==> src/hw/rtl/keyboard_report_change_detector_defines.svh <==
// ----------------------------------------------------------------------------
// Keyboard report change detector assertion macros
// Concurrent check helpers used by the RTL of the change detector.
// ----------------------------------------------------------------------------
`ifndef KEYBOARD_REPORT_CHANGE_DETECTOR_DEFINES_SVH
`define KEYBOARD_REPORT_CHANGE_DETECTOR_DEFINES_SVH

// The consequent must hold in the same cycle as the antecedent.
`define KRCD_ASSERT_NOW(lbl, ante, cons) \
  lbl: assert property (@(posedge clk_i) disable iff (!rst_ni) (ante) |-> (cons)) \
    else $error("keyboard report change detector check failed");

// The consequent must hold in the cycle after the antecedent.
`define KRCD_ASSERT_NEXT(lbl, ante, cons) \
  lbl: assert property (@(posedge clk_i) disable iff (!rst_ni) (ante) |=> (cons)) \
    else $error("keyboard report change detector check failed");

`endif

==> src/hw/rtl/krcd_pkg.sv <==
// ----------------------------------------------------------------------------
// Keyboard report change detector package
// Event codes and configuration defaults of the change detector.
// ----------------------------------------------------------------------------
`default_nettype none

package krcd_pkg;

  localparam int unsigned KeySlotsDefault = 3;
  localparam int unsigned CodeWidth       = 8;
  localparam int unsigned WordWidth       = 64;
  localparam int unsigned ErrorBit        = 63;
  localparam int unsigned FirstSlotBit    = 8;

  typedef enum logic [1:0] {
    KindRelease = 2'd0,
    KindPress   = 2'd1,
    KindDone    = 2'd2
  } event_kind_e;

endpackage

`default_nettype wire

==> src/hw/rtl/keyboard_report_change_detector.sv <==
// The first event of a word moves from the pending set to the output register once that register can take it.
// A word with R releases and P presses yields R + P + 1 events, from 1 up to 2*KeySlots+1
// (7 with three slots); the single output register shows one event a cycle while out_ready_i is high.
// The next word is taken in the cycle its predecessor's last event moves to the output register.
// Reset clears the held-key list, sets the empty code to zero and drops all pending events.
// ----------------------------------------------------------------------------
// Keyboard report change detector
// Compares each poll response with the previously held keys and emits
// release, press and done events one word at a time.
// ----------------------------------------------------------------------------
`default_nettype none

`include "keyboard_report_change_detector_defines.svh"

module keyboard_report_change_detector #(
  parameter int unsigned KeySlots = krcd_pkg::KeySlotsDefault
) (
  input  wire logic                                clk_i,
  input  wire logic                                rst_ni,
  input  wire logic                                empty_code_we_i,
  input  wire logic [krcd_pkg::CodeWidth-1:0]      empty_code_i,
  input  wire logic                                in_valid_i,
  output logic                                     in_ready_o,
  input  wire logic [krcd_pkg::WordWidth-1:0]      response_word_i,
  output logic                                     out_valid_o,
  input  wire logic                                out_ready_i,
  output logic [1:0]                               event_kind_o,
  output logic [krcd_pkg::CodeWidth-1:0]           key_code_o,
  output logic                                     link_error_o,
  output logic                                     last_of_run_o
);

  localparam int unsigned EvNum  = 2 * KeySlots + 1;
  localparam int unsigned DoneEv = 2 * KeySlots;
  localparam int unsigned CW     = krcd_pkg::CodeWidth;

  logic [CW-1:0]                empty_code_q;
  logic [KeySlots-1:0][CW-1:0]  held_code_q;
  logic [KeySlots-1:0]          held_vld_q, held_vld_d;

  logic [EvNum-1:0]             pend_q, pend_d;
  logic [EvNum-1:0][CW-1:0]     ev_code_q;
  logic                         err_q;

  logic                         out_valid_q, out_valid_d;
  krcd_pkg::event_kind_e        kind_q, kind_d;
  logic [CW-1:0]                code_q, code_d;
  logic                         lerr_q, lerr_d;
  logic                         last_q, last_d;

  logic [KeySlots-1:0][CW-1:0]  slot_code;
  logic [KeySlots-1:0]          slot_vld;
  logic [KeySlots-1:0]          rel_hit, prs_hit;
  logic [EvNum-1:0]             new_pend;
  logic [EvNum-1:0][CW-1:0]     new_code;

  logic [EvNum-1:0]             sel_oh;
  logic                         out_load, in_fire, pend_any, pend_one;

  // Slots are compared in place: the nonempty slots in slot order are the
  // compacted held-key list, so a valid mask stands in for the fill count.
  always_comb begin
    rel_hit = '0;
    prs_hit = '0;
    for (int i = 0; i < KeySlots; i++) begin
      slot_code[i] = response_word_i[krcd_pkg::FirstSlotBit + CW * i +: CW];
      slot_vld[i]  = (slot_code[i] != empty_code_q);
    end
    for (int i = 0; i < KeySlots; i++) begin
      for (int j = 0; j < KeySlots; j++) begin
        rel_hit[i] = rel_hit[i] | (slot_vld[j] && (slot_code[j] == held_code_q[i]));
        prs_hit[j] = prs_hit[j] | (held_vld_q[i] && (held_code_q[i] == slot_code[j]));
      end
    end
    for (int i = 0; i < KeySlots; i++) begin
      new_pend[i]            = held_vld_q[i] && !rel_hit[i];
      new_code[i]            = held_code_q[i];
      new_pend[KeySlots + i] = slot_vld[i] && !prs_hit[i];
      new_code[KeySlots + i] = slot_code[i];
    end
    new_pend[DoneEv] = 1'b1;
    new_code[DoneEv] = '0;
  end

  // Pending events leave lowest position first: releases, presses, done.
  assign sel_oh   = pend_q & ((~pend_q) + EvNum'(1));
  assign pend_any = (pend_q != '0);
  assign pend_one = pend_any && ((pend_q & (pend_q - EvNum'(1))) == '0);
  assign out_load = !out_valid_q || out_ready_i;
  assign in_ready_o = !pend_any || (out_load && pend_one);
  assign in_fire  = in_valid_i && in_ready_o;

  always_comb begin
    kind_d = krcd_pkg::KindDone;
    code_d = '0;
    for (int p = 0; p < EvNum; p++) begin
      if (sel_oh[p]) begin
        if (p < KeySlots) begin
          kind_d = krcd_pkg::KindRelease;
        end else if (p < DoneEv) begin
          kind_d = krcd_pkg::KindPress;
        end
      end
      code_d = code_d | ({CW{sel_oh[p]}} & ev_code_q[p]);
    end
    last_d = sel_oh[DoneEv];
    lerr_d = sel_oh[DoneEv] & err_q;

    pend_d      = pend_q;
    out_valid_d = out_valid_q;
    if (out_load) begin
      pend_d      = pend_q & ~sel_oh;
      out_valid_d = pend_any;
    end
    if (in_fire) begin
      pend_d = new_pend;
    end
    held_vld_d = in_fire ? slot_vld : held_vld_q;
  end

  always_ff @(posedge clk_i or negedge rst_ni) begin
    if (!rst_ni) begin
      empty_code_q <= '0;
      held_vld_q   <= '0;
      pend_q       <= '0;
      out_valid_q  <= 1'b0;
    end else begin
      if (empty_code_we_i) begin
        empty_code_q <= empty_code_i;
      end
      held_vld_q  <= held_vld_d;
      pend_q      <= pend_d;
      out_valid_q <= out_valid_d;
    end
  end

  always_ff @(posedge clk_i) begin
    if (in_fire) begin
      held_code_q <= slot_code;
      ev_code_q   <= new_code;
      err_q       <= response_word_i[krcd_pkg::ErrorBit];
    end
    if (out_load && pend_any) begin
      kind_q <= kind_d;
      code_q <= code_d;
      lerr_q <= lerr_d;
      last_q <= last_d;
    end
  end

  assign out_valid_o   = out_valid_q;
  assign event_kind_o  = kind_q;
  assign key_code_o    = code_q;
  assign link_error_o  = lerr_q;
  assign last_of_run_o = last_q;

  `KRCD_ASSERT_NEXT(a_accept_queues_done, in_fire, pend_q[DoneEv])
  `KRCD_ASSERT_NOW(a_done_follows_event, out_valid_o && !last_of_run_o, pend_q[DoneEv])
  `KRCD_ASSERT_NOW(a_ready_only_draining, in_ready_o && pend_any, out_load && pend_one)
  `KRCD_ASSERT_NOW(a_error_only_on_done, out_valid_o && link_error_o, last_of_run_o)

endmodule

`default_nettype wire

==> config.mk <==
export PLATFORM = sky130hd
export DESIGN_NAME = keyboard_report_change_detector
export DESIGN_NICKNAME = d
export VERILOG_FILES = /design/src/hw/rtl/krcd_pkg.sv /design/src/hw/rtl/keyboard_report_change_detector.sv
export VERILOG_INCLUDE_DIRS = /design/src /design/src/hw/rtl
export SDC_FILE = /design/constraint.sdc
export NUM_CORES = 1
export LEC_CHECK = 0
export BUFFER_PORTS_ARGS = -buffer_cell sky130_fd_sc_hd__buf_2
export CORE_UTILIZATION = 59
export DETAILED_ROUTE_END_ITERATION = 6
export PLACE_DENSITY_LB_ADDON = 0.3
export SLEW_MARGIN = 5
export SYNTH_ARGS = -nofsm -noshare
export SYNTH_HDL_FRONTEND = slang
export SYNTH_SLANG_ARGS = --single-unit
export TNS_END_PERCENT = 1
==> constraint.sdc <==
create_clock -name clk_i -period 7.9 [get_ports clk_i]
set_input_delay 2.37 -clock clk_i [delete_from_list [all_inputs] [get_ports clk_i]]
set_output_delay 2.37 -clock clk_i [all_outputs]
set_load 0.01 [all_outputs]
==> run summary, run 1 <==
quantity of I/O buffers inserted on ports: 51
final cell count without fillers: 478
drt drc: 0
kind of critical path: in2out
worst hold path stage count: 2
Post-Place Cells: 462
number of nets with antenna violations after detailed routing: 0
Worst Hold Class: reg2reg
startpoint type of the worst setup path: input pin
Peak supply drop: 0.000154 V
post-synthesis cell area: 4130 sq um
RSZ-0062 raised after global routing: no
Layout fillers: 515
most common cell after layout, fill and taps aside: sky130_fd_sc_hd__xor2_1
met1 track utilization from global routing: 35.0%
portion of synthesized cell area occupied by the leading cell type: 44.4%
detailed-route vias per instance: 5.87
R2R Setup Slk: 4.57 ns
depth of the worst register-to-register path: 5
overflow left after global routing: 0
DIE WIDTH: 85.7 um
number of iterations in the first detailed-routing pass: 5
dominant register cell in the synthesized netlist: sky130_fd_sc_hd__edfxtp_1
largest buffer count on any clock path: 2
Setup Viol. Count Final: 0
share of async-settable or async-resettable flops after synthesis: 23.8%
clock sink count: 80
I/O pin cnt: 91
count of nets after finishing: 454
slew at the pin with the worst max-slew slack: 1.12 ns
PnR Total Power: 1460 uW
average cell area after synthesis: 12.8 sq um
total global routing track utilization: 26.1%
share of the yosys chip area belonging to registers: 55.9%
vias after detailed routing: 2804
number of design-rule violations left by the first detailed-router iteration: 217
busiest metal layer after global routing: met2
reported leakage power: 0.00175 uW
Setup crit end kind: output pin
leading post-synthesis cells by cell area: sky130_fd_sc_hd__edfxtp_1, sky130_fd_sc_hd__xor2_1, sky130_fd_sc_hd__dfrtp_1
r2r startpoint: pend_q[0]
Critical Path Most Common Cell: sky130_fd_sc_hd__buf_2
num rows: 30
highest fanout seen on the critical path: 7
clock latency reported for the late side of the worst-skew pair: 0.35 ns
Final Critical Period: 6.25 ns
Core Region: 6790 sq um
met2 demand-to-capacity share in global routing: 42.7%
most area-hungry cell type in the Yosys netlist: sky130_fd_sc_hd__edfxtp_1
critical path required time: 5.53 ns
Final Hold Violating Endpoints: 0
most frequent cells in the layout: sky130_fd_sc_hd__xor2_1, sky130_fd_sc_hd__edfxtp_1, sky130_fd_sc_hd__buf_2
outcome: complete, no violations
FF-to-FF End: ev_code_q[6]
antenna violations before repair: 0
power density over cell area: 312 nW/um^2
detailed-route wire length: 8900 um
nets in the synthesized netlist: 400
Yosys warning total: 0
Hold Crit Endpoint: pend_q[0]
Post-Route Setup TNS: 0 ns
list of cells traversed by the critical path: buf_2 -> nor2b_1 -> a2111oi_4 -> or3_4 -> or2_2 -> buf_2
Die Ht: 85.7 um
number of storage elements in the synthesis netlist: 80
Largest stage delay, worst path: 0.47 ns
core utilization of the finished layout: 68.9%
first-pass GRT wire length: 14100 um
Max-Cap Viols: 0
Max Transition Viols Final: 0
total of cells resized after clock tree synthesis: 0
pin count of the biggest net entering global routing: 53
Placer Congestion: 0.868
number of cells produced by synthesis: 323
final HPWL from detailed placement: 6450 um
crit path DAT: 3.88 ns
synth-to-layout area growth: 13.4%
postcts setup bufs: 0
cts hold-fix bufs: 0
share of cells above drive strength 1: 22.0%
GR Layer Usage met3: 3.56%
TritonCTS buffer count: 9
post-detailed-route wirelength per cell: 18.6 um
fmax: 160 MHz
Hold Slack: 0.557 ns
unique cell type count in the Yosys netlist: 35
library cell used as clock root buffer: sky130_fd_sc_hd__clkbuf_8
number of enable-type register cells in the synthesized netlist: 61
clock transition at the registers of the reported paths: 0.08 ns
Clock H-tree levels: 3
antenna diode instance count: 0
die footprint: 7340 sq um
Max-Slew Margin vs Limit: 25.3%
ratio of final minimum period to clock period: 79.1%
highest-delay cell along the critical path: sky130_fd_sc_hd__nor2b_1
vias in the first global route: 2801
starting utilization of the core area: 60.8%
clock tree from TritonCTS: built
hold_sp: held_vld_q[0]
Layout Skew: 0.0108 ns
-- critical path, delay by kind of cell --
family / cells / cell delay [ns]
compound gates: 1 / 0.08
simple gates: 3 / 1.18
buf+inv: 2 / 0.24
-- routing by layer --
| layer | part of all wire, % | vias up | wire length, um |
|---|---|---|---|
| met5 | 0 | - | 0 |
| met4 | 2.4 | 0 | 214 |
| met3 | 5.1 | 14 | 456 |
| met2 | 49 | 112 | 4390 |
| met1 | 43 | 1354 | 3850 |
| li1 | - | 1324 | - |
-- synthesized netlist by cell type, drive strengths merged, types with 3 or more instances --
library cell,instances
a221o,7
o22ai,6
nor2,10
o41ai,3
and2,3
clkbuf,7
a22oi,16
xor2,72
nor4,21
edfxtp,61
o31ai,4
mux2i,3
dfrtp,19
nand2,17
inv,4
mux2,8
xnor2,24
o21ai,14
nand4,6
-- cell families (layout without fill, tap and decap cells) --
logic type      count (synthesis)  count (layout)  share of synthesized area, %
xor+xnor                       96              96                          20.4
flops                          80              80                          55.9
simple gates                   69              69                          9.03
compound gates                 55              55                          10.7
buf+inv                        12              71                          1.12
mux                            11              11                          2.91
-- worst max-delay path by stage --
stage                      startpoint    endpoint  cells past startpoint
after floorplan           out_ready_i  in_ready_o                      4
after global placement    out_ready_i  in_ready_o                      6
after detailed placement  out_ready_i  in_ready_o                      6
after CTS                 out_ready_i  in_ready_o                      6
after global routing      out_ready_i  in_ready_o                      6
final                     out_ready_i  in_ready_o                      6
-- sequential cells by signal, indices dropped and copies added, names as in the netlist --
register	flops
link_error_o	1
event_kind_o	2
pend_q	7
key_code_o	8
held_vld_q	3
last_of_run_o	1
out_valid_o	1
err_q	1
empty_code_q	8
ev_code_q	48
-- power by group --
part / internal, uW / switching [uW]
logic: 190 / 234
registers: 608 / 116
clock network: 165 / 147
-- metrics by stage --
stage | instance area [sq um] | setup WS (ns)
2_1_floorplan | 4130 | 1.99
3_3_place_gp | 4470 | 1.67
3_5_place_dp | 4470 | 1.66
4_1_cts | 4680 | 1.65
5_1_grt | 4680 | 1.56
6_report | 4680 | 1.65
-- final cells by class --
cell class / count / area [sq um] / share of cell area (%)
timing repair buffer: 51 / 255 / 5.45
inverter: 4 / 15.0 / 0.321
tap: 96 / 120 / 2.57
clock buffer: 12 / 155 / 3.31
clock inverter: 4 / 52.6 / 1.12
sequential: 80 / 2310 / 49.3
multi-input combinational: 231 / 1780 / 37.9
(Power assumes the default switching activity.)
==> run 2, diff against run 1 <==
CORE_UTILIZATION = 54   (was 59)
clock period = 6.4 ns   (was 7.9 ns; I/O delays follow)
==> run summary, run 2 (synthesis results as in run 1) <==
Post-Route Setup TNS: 0 ns (unchanged)
clock tree from TritonCTS: built
kind of critical path: in2out
reported leakage power: 0.00175 uW (+0.40%)
critical path required time: 4.48 ns (-1.05 ns)
fmax: 188 MHz
vias in the first global route: 2719 (-2.9%)
highest fanout seen on the critical path: 7 (unchanged)
number of iterations in the first detailed-routing pass: 4 (-1)
vias after detailed routing: 2842 (+1.4%)
synth-to-layout area growth: 14.1%
register with the most flip-flops: ev_code_q
I/O pin cnt: 91 (unchanged)
overflow left after global routing: 0 (unchanged)
largest buffer count on any clock path: 2 (unchanged)
outcome: complete, no violations
power density over cell area: 390 nW/um^2 (+25%)
startpoint type of the worst setup path: input pin
final HPWL from detailed placement: 6640 um (+3.0%)
Setup crit end kind: output pin
Final Critical Period: 5.32 ns
most frequent cells in the layout: sky130_fd_sc_hd__xor2_1, sky130_fd_sc_hd__edfxtp_1, sky130_fd_sc_hd__buf_2
Worst Hold Class: reg2reg
Max Transition Viols Final: 0 (unchanged)
count of nets after finishing: 454 (unchanged)
die footprint: 8000 sq um (+9.0%)
worst setup slack after layout: 1.08 ns (-0.573 ns)
cts hold-fix bufs: 0 (unchanged)
Max-Slew Margin vs Limit: 27.8% (+2.5 points)
detailed-route vias per instance: 5.91 (+0.72%)
Max-Cap Viols: 0 (unchanged)
Placer Congestion: 0.899 (+3.5%)
Setup Viol. Count Final: 0 (unchanged)
total global routing track utilization: 24.7% (-1.4 points)
drt drc: 0 (unchanged)
Post-Place Setup Slack: 1.08 ns (-0.578 ns)
Die Ht: 89.5 um (+4.4%)
met2 routed wirelength: 4250 um (-3.2%)
max reg flops: 48 (unchanged)
total of cells resized after clock tree synthesis: 0 (unchanged)
antenna diode instance count: 0 (unchanged)
most common cell after layout, fill and taps aside: sky130_fd_sc_hd__xor2_1
antenna violations before repair: 0 (unchanged)
clock sink count: 80 (unchanged)
library cell used as clock root buffer: sky130_fd_sc_hd__clkbuf_8
quantity of I/O buffers inserted on ports: 51 (unchanged)
Layout Skew: 0.00823 ns (-0.00252 ns)
r2r startpoint: pend_q[0]
Clock H-tree levels: 3 (unchanged)
Hold Crit Endpoint: key_code_o[6]
Final Hold Violating Endpoints: 0 (unchanged)
first-pass GRT wire length: 14000 um (-0.44%)
ratio of final minimum period to clock period: 83.1%
clock latency reported for the late side of the worst-skew pair: 0.35 ns (about the same)
FF-to-FF End: ev_code_q[29]
slew at the pin with the worst max-slew slack: 1.08 ns (-0.0380 ns)
clock transition at the registers of the reported paths: 0.08 ns (about the same)
RSZ-0062 raised after global routing: no
WL met3: 458 um (+0.44%)
num rows: 31 (+3.3%)
hold_sp: ev_code_q[6]
share of cells above drive strength 1: 22.0% (unchanged)
postcts setup bufs: 0 (unchanged)
Core Region: 7330 sq um (+7.9%)
crit path DAT: 3.40 ns (-0.48 ns)
Peak supply drop: 0.000164 V (+6.6%)
M1 wire length: 3870 um (+0.70%)
TritonCTS buffer count: 9 (unchanged)
number of design-rule violations left by the first detailed-router iteration: 173 (-20%)
number of nets with antenna violations after detailed routing: 0 (unchanged)
DIE WIDTH: 89.5 um (+4.4%)
depth of the worst register-to-register path: 5 (unchanged)
R2R Setup Slk: 3.07 ns (-1.50 ns)
starting utilization of the core area: 56.3% (-4.5 points)
worst hold path stage count: 2 (unchanged)
post-detailed-route wirelength per cell: 18.7 um (+0.41%)
pin count of the biggest net entering global routing: 53 (unchanged)
detailed-route wire length: 9000 um (+1.0%)
max layer used: met4
[run 2: power by group]
part / switching [uW] / internal (uW) / leakage (uW)
Clock: 188 / 231 / 0.000114
Sequential: 146 / 750 / 0.000784
Combinational: 289 / 234 / 0.000857
[run 2: worst max-delay path, cell delays in order]
cell	delay, ns
sky130_fd_sc_hd__buf_2	0.10
sky130_fd_sc_hd__nor2b_1	0.44
sky130_fd_sc_hd__a2111oi_4	0.08
sky130_fd_sc_hd__or3_4	0.42
sky130_fd_sc_hd__or2_2	0.29
sky130_fd_sc_hd__buf_2	0.14
[run 2: routing by layer]
| metal | vias up | track usage (%) |
|---|---|---|
| met5 | - | 0 |
| met2 | 114 | 38.4 |
| met4 | 0 | 15.9 |
| met3 | 28 | 3.42 |
| met1 | 1382 | 32.8 |
| li1 | 1318 | - |
[run 2: how the worst max path moves through the flow]
| stage | from | slack [ns] | depth (start not counted) | endpoint |
|---|---|---|---|---|
| final | out_ready_i | 1.08 | 6 | in_ready_o |
| after global routing | out_ready_i | 0.97 | 6 | in_ready_o |
| after CTS | out_ready_i | 1.09 | 6 | in_ready_o |
| after detailed placement | out_ready_i | 1.08 | 6 | in_ready_o |
| after global placement | out_ready_i | 1.09 | 6 | in_ready_o |
| after floorplan | out_ready_i | 1.39 | 4 | in_ready_o |
[run 2: layout make-up]
cell class | instances | area (sq um)
inverters | 4 | 15.0
flip-flops and latches | 80 | 2310
fillers | 571 | 2620
multi-input cells | 231 | 1780
well taps | 99 | 124
repair buffers | 51 | 255
clock inverters | 4 | 55.1
clock buffers | 12 | 178
[run 2: stage by stage]
| step | hold slack [ns] | util [%] | cells | total power, uW | area, sq um |
|---|---|---|---|---|---|
| 2_1_floorplan | 0.510 | - | 323 | 1250 | 4130 |
| 3_3_place_gp | 0.528 | 61.1 | 465 | 1410 | 4480 |
| 3_5_place_dp | 0.535 | 61.1 | 465 | 1430 | 4480 |
| 4_1_cts | 0.555 | 64.3 | 481 | 1840 | 4710 |
| 5_1_grt | 0.576 | 64.3 | 481 | 1940 | 4710 |
| 6_report | 0.557 | 64.3 | 481 | 1840 | 4710 |
